<file path="src/design/keypoint_grid_radius_search_unit_defines.svh">
// ----------------------------------------------------------------------------
// keypoint grid radius search: assertion macros
// shared concurrent assertion forms, clocked on clock, disabled in reset
// ----------------------------------------------------------------------------
`ifndef KEYPOINT_GRID_RADIUS_SEARCH_UNIT_DEFINES_SVH
`define KEYPOINT_GRID_RADIUS_SEARCH_UNIT_DEFINES_SVH

// property that must hold at every edge
`define KGRS_ASSERT(label, prop, msg) \
   label: assert property (@(posedge clock) disable iff (reset) (prop)) \
      else $error(msg);

// cause in one cycle implies effect in the next
`define KGRS_ASSERT_NEXT(label, cause, effect, msg) \
   label: assert property (@(posedge clock) disable iff (reset) (cause) |=> (effect)) \
      else $error(msg);

`endif

</file>
<file path="src/design/kgrs_pkg.sv">
`timescale 1ns / 1ps
// ----------------------------------------------------------------------------
// kgrs_pkg
// sizes, codes, payload and control types of the keypoint grid search unit
// ----------------------------------------------------------------------------
package kgrs_pkg;

   // grid and store sizes
   localparam int GRID_COLS  = 64;
   localparam int GRID_ROWS  = 48;
   localparam int KEYPOINTS  = 2048;
   localparam int CELL_SLOTS = 16;
   localparam int CAMERAS    = 2;
   localparam int MAX_HITS   = 63;

   localparam int NUM_CELLS   = CAMERAS * GRID_COLS * GRID_ROWS;
   localparam int CELL_AW     = $clog2(NUM_CELLS);
   localparam int SLOT_DEPTH  = NUM_CELLS * CELL_SLOTS;
   localparam int SLOT_AW     = $clog2(SLOT_DEPTH);
   localparam int STORE_DEPTH = CAMERAS * KEYPOINTS;
   localparam int STORE_AW    = $clog2(STORE_DEPTH);
   localparam int IDX_W       = $clog2(KEYPOINTS);
   localparam int CNT_W       = $clog2(KEYPOINTS + 1);
   localparam int FILL_W      = $clog2(CELL_SLOTS + 1);
   localparam int COL_W       = $clog2(GRID_COLS);
   localparam int ROW_W       = $clog2(GRID_ROWS);
   localparam int HIT_W       = $clog2(MAX_HITS + 1);

   // field widths and fixed point
   localparam int POS_W     = 20;
   localparam int INV_W     = 16;
   localparam int RAD_W     = 16;
   localparam int OCT_W     = 3;
   localparam int LVL_W     = 4;
   localparam int FRAC_BITS = 20;
   localparam int DIF_W     = POS_W + 2;
   localparam int PROD_W    = DIF_W + INV_W + 1;
   localparam int CELLQ_W   = PROD_W + 1 - FRAC_BITS;
   localparam int KP_W      = 2 * POS_W + OCT_W;

   // register file
   localparam int CFG_CAMS = 2;
   localparam int CSR_AW   = 3;
   localparam int CSR_DW   = POS_W;
   localparam logic [INV_W-1:0] INV_RESET = 16'd6554;

   localparam logic [CSR_AW-1:0] REG_CAM0_MIN_X = 3'd0;
   localparam logic [CSR_AW-1:0] REG_CAM0_MIN_Y = 3'd1;
   localparam logic [CSR_AW-1:0] REG_CAM0_W_INV = 3'd2;
   localparam logic [CSR_AW-1:0] REG_CAM0_H_INV = 3'd3;
   localparam logic [CSR_AW-1:0] REG_CAM1_MIN_X = 3'd4;
   localparam logic [CSR_AW-1:0] REG_CAM1_MIN_Y = 3'd5;
   localparam logic [CSR_AW-1:0] REG_CAM1_W_INV = 3'd6;
   localparam logic [CSR_AW-1:0] REG_CAM1_H_INV = 3'd7;

   // request action codes
   localparam logic [1:0] ACT_CLEAR  = 2'd0;
   localparam logic [1:0] ACT_INSERT = 2'd1;
   localparam logic [1:0] ACT_QUERY  = 2'd2;

   typedef struct packed {
      logic [1:0]              action;
      logic                    camera;
      logic signed [POS_W-1:0] x_pos;
      logic signed [POS_W-1:0] y_pos;
      logic [OCT_W-1:0]        octave;
      logic [RAD_W-1:0]        radius;
      logic signed [LVL_W-1:0] min_level;
      logic signed [LVL_W-1:0] max_level;
   } req_type;

   typedef struct packed {
      logic [10:0] index;
      logic        hit;
      logic        in_grid;
      logic [5:0]  cell_x;
      logic [5:0]  cell_y;
      logic        overflow;
      logic        last;
   } rsp_type;

   typedef enum logic [3:0] {
      ST_INIT, ST_IDLE, ST_DECODE, ST_CLEAR, ST_MUL, ST_RANGE, ST_INS_FILL,
      ST_FILL_RD, ST_FILL_WAIT, ST_SLOT, ST_KP_RD, ST_TEST, ST_DONE
   } state_type;

   typedef enum logic [3:0] {
      EM_NONE, EM_EMPTY, EM_FULL, EM_INS_OUT, EM_INS_FULL, EM_INS_OK,
      EM_HIT, EM_HIT_OVF, EM_FINAL
   } emit_type;

   typedef struct packed {
      logic     load;
      logic     sweep_wr;
      logic     clr_count;
      logic     ins_commit;
      logic     ins_place;
      logic     walk_init;
      logic     fill_latch;
      logic     slot_rd;
      logic     walk_next;
      logic     kp_rd;
      logic     hit_take;
      emit_type emit;
   } cmd_type;

   typedef struct packed {
      logic [1:0] action;
      logic       cam_ok;
      logic       store_full;
      logic       cell_in;
      logic       fill_full;
      logic       range_empty;
      logic       slot_more;
      logic       last_cell;
      logic       match;
      logic       hits_full;
      logic       pend_valid;
      logic       sweep_last;
   } stat_type;

endpackage

</file>
<file path="src/design/kgrs_ctrl.sv">
`timescale 1ns / 1ps
// ----------------------------------------------------------------------------
// kgrs_ctrl
// sequencer for clear sweep, insert and the cell by cell query walk
// ----------------------------------------------------------------------------
`include "keypoint_grid_radius_search_unit_defines.svh"

module kgrs_ctrl import kgrs_pkg::*; (
   input  logic     clock,
   input  logic     reset,
   input  logic     start,
   output logic     busy,
   input  stat_type stat,
   output cmd_type  cmd
);

   state_type state_ff, state_in;

   // state register
   always_ff @(posedge clock) begin
      if (reset) begin
         state_ff <= ST_INIT;
      end else begin
         state_ff <= state_in;
      end
   end

   // next state and commands
   always_comb begin
      state_in = state_ff;
      cmd      = '0;
      cmd.emit = EM_NONE;
      case (state_ff)
         ST_INIT: begin
            cmd.sweep_wr = 1'b1;
            if (stat.sweep_last) state_in = ST_IDLE;
         end
         ST_IDLE: begin
            if (start) begin
               cmd.load = 1'b1;
               state_in = ST_DECODE;
            end
         end
         ST_DECODE: begin
            case (stat.action)
               ACT_CLEAR: begin
                  cmd.clr_count = 1'b1;
                  state_in      = ST_CLEAR;
               end
               ACT_INSERT: begin
                  if (!stat.cam_ok) begin
                     cmd.emit = EM_EMPTY;
                     state_in = ST_IDLE;
                  end else if (stat.store_full) begin
                     cmd.emit = EM_FULL;
                     state_in = ST_IDLE;
                  end else begin
                     state_in = ST_MUL;
                  end
               end
               ACT_QUERY: begin
                  if (!stat.cam_ok) begin
                     cmd.emit = EM_EMPTY;
                     state_in = ST_IDLE;
                  end else begin
                     state_in = ST_MUL;
                  end
               end
               default: begin
                  cmd.emit = EM_EMPTY;
                  state_in = ST_IDLE;
               end
            endcase
         end
         ST_CLEAR: begin
            cmd.sweep_wr = 1'b1;
            if (stat.sweep_last) begin
               cmd.emit = EM_EMPTY;
               state_in = ST_IDLE;
            end
         end
         ST_MUL: begin
            state_in = ST_RANGE;
         end
         ST_RANGE: begin
            if (stat.action == ACT_INSERT) begin
               cmd.ins_commit = 1'b1;
               if (stat.cell_in) begin
                  state_in = ST_INS_FILL;
               end else begin
                  cmd.emit = EM_INS_OUT;
                  state_in = ST_IDLE;
               end
            end else if (stat.range_empty) begin
               cmd.emit = EM_EMPTY;
               state_in = ST_IDLE;
            end else begin
               cmd.walk_init = 1'b1;
               state_in      = ST_FILL_RD;
            end
         end
         ST_INS_FILL: begin
            if (stat.fill_full) begin
               cmd.emit = EM_INS_FULL;
            end else begin
               cmd.ins_place = 1'b1;
               cmd.emit      = EM_INS_OK;
            end
            state_in = ST_IDLE;
         end
         ST_FILL_RD: begin
            state_in = ST_FILL_WAIT;
         end
         ST_FILL_WAIT: begin
            cmd.fill_latch = 1'b1;
            state_in       = ST_SLOT;
         end
         ST_SLOT: begin
            if (stat.slot_more) begin
               cmd.slot_rd = 1'b1;
               state_in    = ST_KP_RD;
            end else if (stat.last_cell) begin
               state_in = ST_DONE;
            end else begin
               cmd.walk_next = 1'b1;
               state_in      = ST_FILL_RD;
            end
         end
         ST_KP_RD: begin
            cmd.kp_rd = 1'b1;
            state_in  = ST_TEST;
         end
         ST_TEST: begin
            state_in = ST_SLOT;
            if (stat.match) begin
               if (stat.hits_full) begin
                  cmd.emit = EM_HIT_OVF;
                  state_in = ST_IDLE;
               end else begin
                  if (stat.pend_valid) cmd.emit = EM_HIT;
                  cmd.hit_take = 1'b1;
               end
            end
         end
         ST_DONE: begin
            cmd.emit = stat.pend_valid ? EM_FINAL : EM_EMPTY;
            state_in = ST_IDLE;
         end
         default: begin
            state_in = ST_IDLE;
         end
      endcase
   end

   assign busy = (state_ff != ST_IDLE);

   `KGRS_ASSERT_NEXT(a_start_decodes, start && !busy, state_ff == ST_DECODE, "request lost")
   `KGRS_ASSERT(a_test_follows_read, (state_ff == ST_TEST) |-> ($past(state_ff) == ST_KP_RD), "store data not aligned")

endmodule

</file>
<file path="config.mk">
export PLATFORM = sky130hd
export DESIGN_NAME = kgrs_ctrl
export DESIGN_NICKNAME = d
export VERILOG_FILES = /design/src/design/kgrs_pkg.sv /design/src/design/kgrs_ctrl.sv
export VERILOG_INCLUDE_DIRS = /design/src /design/src/design
export SDC_FILE = /design/constraint.sdc
export NUM_CORES = 1
export LEC_CHECK = 0
export ABC_AREA = 1
export BUFFER_PORTS_ARGS = -buffer_cell sky130_fd_sc_hd__buf_2
export CAP_MARGIN = 20
export CORE_MARGIN = 10
export CORE_UTILIZATION = 42
export DETAILED_ROUTE_END_ITERATION = 8
export HOLD_SLACK_MARGIN = 0.03
export PLACE_DENSITY = 0.77
export SETUP_SLACK_MARGIN = 0.02
export SLEW_MARGIN = 25
export SYNTH_ARGS = -nofsm -noshare
export SYNTH_HDL_FRONTEND = slang
export SYNTH_SLANG_ARGS = --single-unit
</file>
<file path="constraint.sdc">
create_clock -name clock -period 1.2 [get_ports clock]
set_input_delay 0.12 -clock clock [delete_from_list [all_inputs] [get_ports clock]]
set_output_delay 0.12 -clock clock [all_outputs]
set_load 0.01 [all_outputs]
</file>
## Word-level counts from Yosys, hierarchy flattened

Cells that the tools add are included.
Widths: inputs -> output; s select.

- Input bits: 16
- Logic and storage cells: 70
- Output and inout bits: 16
- Memories kept: 0
- Register bits after elaboration: 4
- RAM bits: 0
- ROM bits: 0
- Bits in latches: 0

- Bitwise operators: 0
- Divide/modulo/power cells: 0
- $mul: 0
- Muxes and demuxes: 48
- Order comparisons: 0
- Reductions and logical operators: 4
- Shifts and indexed selects: 0
- $add $sub $neg: 0
- Equality and inequality tests: 17

Operators by type and width:

| operator | number |
|---|---|
| $pmux 4 s10 | 1 |
| $mux 4 | 9 |
| $pmux 4 s6 | 1 |
| $mux 1 | 23 |
| $mux 3 | 7 |
| $eq 4x4->1 const B | 5 |
| $eq 4x3->1 const B | 4 |
| $pmux 4 s3 | 1 |
| $eq 4x2->1 const B | 2 |
| $mux 2 | 4 |
| $pmux 2 s3 | 1 |
| $mux 5 | 1 |
| $eq 4x1->1 const B | 1 |
| $logic_not 4->1 | 1 |
| $ne 4x1->1 const B | 1 |
| $eq 2x1->1 const B | 1 |
| $eq 2x2->1 const B | 1 |
| $logic_not 2->1 | 1 |
| $ne 2x1->1 const B | 1 |
| $ne 2x2->1 const B | 1 |
| $reduce_and 2->1 | 1 |
| $reduce_or 2->1 | 1 |

## Depth between registers and ports, before layout

Gate-level depths: netlist of run 1.

- Depth after elaboration: 4
- Depth in mapped cells: 9
- Depth with buffers taken out: 9

## Worst setup path after synthesis of run 1

Ideal clock, no wire load.

- Path type: reg2out
- Start: register state_ff[3]
- End: output port cmd[1] in the netlist's numbering
- Stages on the path, launching flop included: 6
- Arrival time: 1,118 ps
- Required time: 1,080 ps
- Buffers on the path: 0
- Setup slack: -38 ps
- Path through: dfxtp_1 inv_1 nand2_1 nor2_1 inv_1 o311ai_1

RTL lines:

| what | line | source |
|---|---|---|
| start: declaration | kgrs_ctrl.sv:17 | `state_type state_ff, state_in;` |
| start signal: assignment | kgrs_ctrl.sv:24 | `state_ff <= state_in;` |
| end: declaration | kgrs_ctrl.sv:14 | `output cmd_type cmd` |

==> results.toml, run 1 <==
[worst_setup_path]
cp-end-kind = "output pin"
critPathKind = "reg2out"
r2r-start = "state_ff[2]"
ff2ff_path_depth = 10
path_common_cell = "nor2_2"
arrival_ps = 1370
crit_fanout = 5
crit_path_start_kind = "flip-flop"
cp_num_buf_inv = 3
ff2ff_setup_slack_ps = -240
r2r-end = "state_ff[1]"
crit_required_ps = 1080
crit_slowest_cell = "dfxtp_4"
crit_family = "flip-flops"
max_stage_delay_ps = 400
worstPathCellList = "inv_4 > nand2_2 > nor2_2 > inv_2 > nor2_2 > a31oi_1 > nand4_1 > buf_2"

[grt]
grt_max_degree = 6
antenna_found_initial = 0
grt_pass1_wl_mm = 4.46
gr-usage-all-layers_pct = 16.5
grt_pass1_vias = 1019
grt_overflow = 0

[final_layout]
multi_input_area_um2 = 513
nFillCells = 66
layout-drive-gt1-share_pct = 60.5
final_util_pct = 90.0
reg.largest.list = "state_ff: 4 flops"
antenna_cells = 0
syn_to_final_growth_pct = 105
stdcell_area_um2 = 1160
final_cells = 187
largest_reg_flops = 4
nNetsFinal = 190
regArea_um2 = 95.1
regMostFlops = "state_ff"

[clock_tree]
cts_made_buffers = 3
clockBufferDepth = 2
path_clk_slew_ps = 50
cts_root_buf = "clkbuf_4"
cts_tree = "yes"
insertion_delay_ps = 240
htree_levels = 1
holdBufCountCts = 0
cts_num_sinks = 4

[yosys]
synth-seq-cells = 4
synthTopCellsByCount = "33 x nand2_1, 23 x inv_1, 20 x nor2_1"
synth_top_area_cell = "nand2_1"
async_flop_share_pct = 0
synthFlopType = "dfxtp_1"
synth.avg_cell_area_um2 = 5.03
synth_cells = 112
synth_nets = 128
yosysTopAreaCellShare_pct = 22.0
yosys_warnings = 0
synthesis.area_um2 = 563
yosysMostFrequentCell = "nand2_1"
synth_edf_count = 0
ys_types = 20
ys_top_cells_by_area = "nand2_1 22%, inv_1 15%, dfxtp_1 14%"
seq_area_frac_synth_pct = 14.2

[detailed_routing]
post-route-drc-count = 0
wire_per_inst_um = 17.9
drt-initial-drc-count = 58
routed_wirelength_mm = 3.36
drtAntennaViolNets = 0
drtPass1Iterations = 4
vias = 1055
vias_per_cell = 5.64

[min_path]
holdCritPathClass = "in2reg"
min-delay-start = "reset"
holdPathEnd = "state_ff[1]"
holdPathStages = 2

[sta]
worst_clock_skew_ps = 2.62
setup_violations = 20
hold_viol = 0
relSlewSlack_pct = 82.0
worstMarginPinSlew_ps = 270
setup_slack_ps = -289
fin_crit_ps = 1490
fmax_mhz = 672
fin_crit_sh_pct = 124
rsz0062_at_grt = "true"
slew_viol_final = 0

[placement]
place_hpwl_mm = 1.85
dpl.cell_count = 173
gp_congestion = 0.949
postPlaceCellArea_um2 = 857
port_buffers = 31

[run_status]
status = "finished with violations"
violations = "negative setup slack"

[floorplan]
dieArea_um2 = 3210
start_util_pct = 43.8
num_rows = 13
die_w_um = 56.6
boundaryPins = 32
coreArea_um2 = 1280
fp.dieH_um = 56.6

[power_and_ir_drop]
irDropWorstVdd_mv = 1.01
power_mw = 1.64
p_leak_nw = 0.621
powerDensity_nw_per_um2 = 1420

[flow_run]
maxCapViolations = 0
==> stage by stage <==
| stage | setup TNS (ps) | hold WS, ps | worst slack (ps) |
|---|---|---|---|
| finish | -3290 | 82.3 | -289 |
| global route | -4220 | 88.6 | -326 |
| CTS | -1930 | 76.9 | -195 |
| detailed placement | -450 | 318 | -94.4 |
| global placement | -77.9 | 314 | -46.2 |
| floorplan | 0 | 182 | 38.4 |
==> layer usage <==
metal  track usage [%]  wire [µm]
met5                 0          0
met3              3.60        284
met2              31.0       1700
met4              7.90        203
met1              16.3       1160
==> repair_timing <==
| item | 4_1_cts | 5_1_grt |
|---|---|---|
| gates resized for setup | 44 | 22 |
| buffers inserted | 8 | 5 |
| pin swaps | 12 | 9 |
| setup endpoints to repair | 20 | 20 |
==> report_power, final <==
| part | internal, mW | switching (mW) |
|---|---|---|
| registers | 0.183 | 0.0839 |
| clock network | 0.113 | 0.0666 |
| logic | 0.532 | 0.664 |
==> cell type report <==
cell class                 count  share of cell area (%)
multi-input combinational     83                    44.4
clock buffer                   3                    1.95
timing repair buffer          57                    35.1
inverter                      25                    8.77
tap                           15                    1.62
sequential                     4                    8.23
==> cell families (layout without fill, tap and decap cells) <==
| kind of cell | count (synthesis) | after routing | synth area share (%) |
|---|---|---|---|
| flip-flops | 4 | 4 | 14.2 |
| buffers and inverters | 25 | 85 | 16.7 |
| AO/OA/AOI/OAI | 14 | 14 | 16.4 |
| AND/OR/NAND/NOR | 69 | 69 | 52.7 |
==> worst reg2reg max path, stage by stage, from the launching register on <==
cell and delay (ps):
dfxtp_4 370, inv_2 70, nand2_2 70, buf_6 130, nor2_4 130, buf_4 130, buf_6 90, o21ai_0 70
nand3_1 90, nand2_1 70, a21oi_2 140
==> placed cells by master, fill, tap and decap left out <==
| master | Yosys | final |
|---|---|---|
| buf_2 | 0 | 27 |
| nand2_1 | 33 | 24 |
| buf_4 | 0 | 18 |
| inv_1 | 23 | 14 |
| buf_6 | 0 | 12 |
| nor2_1 | 20 | 10 |
| nor2_4 | 0 | 9 |
| nand2_2 | 2 | 9 |
| inv_2 | 2 | 8 |
| nor2_2 | 4 | 5 |
| nand3_1 | 4 | 4 |
| dfxtp_4 | 0 | 4 |
| inv_4 | 0 | 3 |
| nand4_1 | 3 | 3 |
| a21oi_1 | 3 | 3 |
| o21ai_0 | 3 | 3 |
| clkbuf_4 | 0 | 3 |
| nand2_4 | 0 | 2 |
| a31oi_1 | 2 | 2 |
| nand3b_1 | 2 | 2 |
| nor4_2 | 0 | 1 |
| o211ai_1 | 1 | 1 |
| a21boi_1 | 0 | 1 |
| o311ai_2 | 0 | 1 |
| o21ai_4 | 0 | 1 |
| a21oi_2 | 1 | 1 |
| o2111ai_1 | 1 | 1 |
==> how the worst max path moves through the flow <==
stage | startpoint | end | slack, ps | cells past startpoint
2_1_floorplan | state_ff[3] | cmd[1] | 40 | 5
3_3_place_gp | state_ff[0] | cmd[1] | -50 | 5
3_5_place_dp | state_ff[0] | cmd[1] | -90 | 5
4_1_cts | state_ff[3] | cmd[0] | -190 | 8
5_1_grt | state_ff[0] | cmd[0] | -330 | 8
6_report | state_ff[0] | cmd[0] | -290 | 8
Note: power is estimated with default switching activity, not from simulation.
==> inputs of run 2 (changes only) <==
- PLACE_DENSITY: 0.77 -> unset
- PLACE_DENSITY_LB_ADDON: unset -> 0.25
- REMOVE_ABC_BUFFERS: unset -> 1
==> results.toml, run 2 (same netlist as run 1, synthesis figures left out) <==
[grt]
grt_pass1_wl_mm = 3.82
gr-usage-all-layers_pct = 14.1
grt_pass1_vias = 907
grt_max_degree = 6
grt_overflow = 0
antenna_found_initial = 0

[flow_run]
maxCapViolations = 0

[power_and_ir_drop]
p_leak_nw = 0.584
sw_frac_of_total_pct = 49.2
p_int_mw = 0.760
irDropWorstVdd_mv = 1.07
p_comb_share_pct = 69.4
clock_power_share_pct = 12.3
seqPwrFrac_pct = 18.3
powerDensity_nw_per_um2 = 1400
power_switching_mw = 0.737
power_mw = 1.50

[final_layout]
reg.largest.list = "state_ff: 4 flops"
nFillCells = 85
nNetsFinal = 184
syn_to_final_growth_pct = 89.6
layout-drive-gt1-share_pct = 56.0
final_cells = 181
antenna_cells = 0
regMostFlops = "state_ff"
largest_reg_flops = 4
stdcell_area_um2 = 1070
final_cell_mix = "28 x buf_2, 26 x nand2_1, 18 x buf_4"
final_common_cell = "buf_2"

[clock_tree]
insertion_delay_ps = 250
cts_tree = "yes"
path_clk_slew_ps = 40
cts_num_sinks = 4
cts_root_buf = "clkbuf_4"
clockBufferDepth = 2
holdBufCountCts = 0
cts_made_buffers = 3
htree_levels = 1

[detailed_routing]
routed_wirelength_mm = 2.52
wire_per_inst_um = 13.9
drtPass1Iterations = 8
post-route-drc-count = 1
drtAntennaViolNets = 0
vias_per_cell = 5.28
vias = 955
drt-initial-drc-count = 26

[floorplan]
coreArea_um2 = 1280
fp.dieH_um = 56.6
boundaryPins = 32
die_w_um = 56.6
start_util_pct = 43.8
num_rows = 13
dieArea_um2 = 3210

[worst_setup_path]
cp_num_buf_inv = 3
max_stage_delay_ps = 390
crit_path_start_kind = "flip-flop"
crit_required_ps = 1080
crit_fanout = 4
cp-startpoint = "state_ff[1]"
critPathKind = "reg2out"
r2r-start = "state_ff[1]"
arrival_ps = 1330
worstPathCellList = "inv_6 > nand2_4 > nor2_4 > buf_4 > a31oi_1 > nand4_1 > buf_2"
crit_family = "flip-flops"
crit_slowest_cell = "dfxtp_4"
cp-end-kind = "output pin"

[sta]
worstMarginPinSlew_ps = 233
relSlewSlack_pct = 84.4
slew_viol_final = 0
fin_crit_sh_pct = 121
fin_crit_ps = 1450
rsz0062_at_grt = "true"
setup_violations = 19
fmax_mhz = 691
worst_clock_skew_ps = 3.51
whs_ps = 46.1
hold_viol = 0
setup_slack_ps = -248

[run_status]
status = "finished with violations"
violations = "design-rule violations, negative setup slack"

[min_path]
min-delay-start = "reset"
holdCritPathClass = "in2reg"

[placement]
gp_congestion = 0.963
postPlaceCellArea_um2 = 842
dpl.cell_count = 172
port_buffers = 31
place_hpwl_mm = 1.81
run 2: layer usage:
| metal | track usage [%] | routed length [µm] |
|---|---|---|
| met5 | 0 | 0 |
| met4 | 9.28 | 88 |
| met3 | 3.82 | 225 |
| met2 | 25.7 | 1320 |
| met1 | 13.2 | 885 |
run 2: path summary, 6_finish.rpt:
| path | to | slack [ps] | cells past startpoint |
|---|---|---|---|
| worst min-delay path | state_ff[1] | 50 | 2 |
| worst max register to register | state_ff[0] | -90 | 9 |
| worst min register to register | state_ff[1] | 670 | 3 |
| worst max-delay path | cmd[0] | -250 | 7 |
run 2: repair_timing:
item,4_1_cts,5_1_grt
gates resized for setup,34,21
setup buffers,1,5
pin swaps,9,10
endpoints found under the setup margin,19,19
run 2: power groups by stage:
stage	Sequential (mW)	Combinational [mW]	Clock [mW]
floorplan	0.209	0.428	0
global placement	0.211	0.694	0
detailed placement	0.212	0.713	0
CTS	0.248	0.792	0.179
global route	0.282	1.13	0.196
finish	0.273	1.04	0.184
run 2: cell type report:
type                       instances  area (µm²)  area share (%)
multi-input combinational         83         495            46.4
timing repair buffer              51         332            31.1
inverter                          25         104            9.73
sequential                         4        95.1            8.91
clock buffer                       3        22.5            2.11
tap                               15        18.8            1.76
run 2: through the flow:
stage	TNS (ps)	utilization, %	setup WS [ps]
final	-2640	83.1	-248
after global routing	-3720	83.1	-292
after CTS	-2030	74.8	-195
after detailed placement	-175	65.5	-54.9
after global placement	-94.4	65.5	-29.8
after floorplan	-38.1	-	-38.1
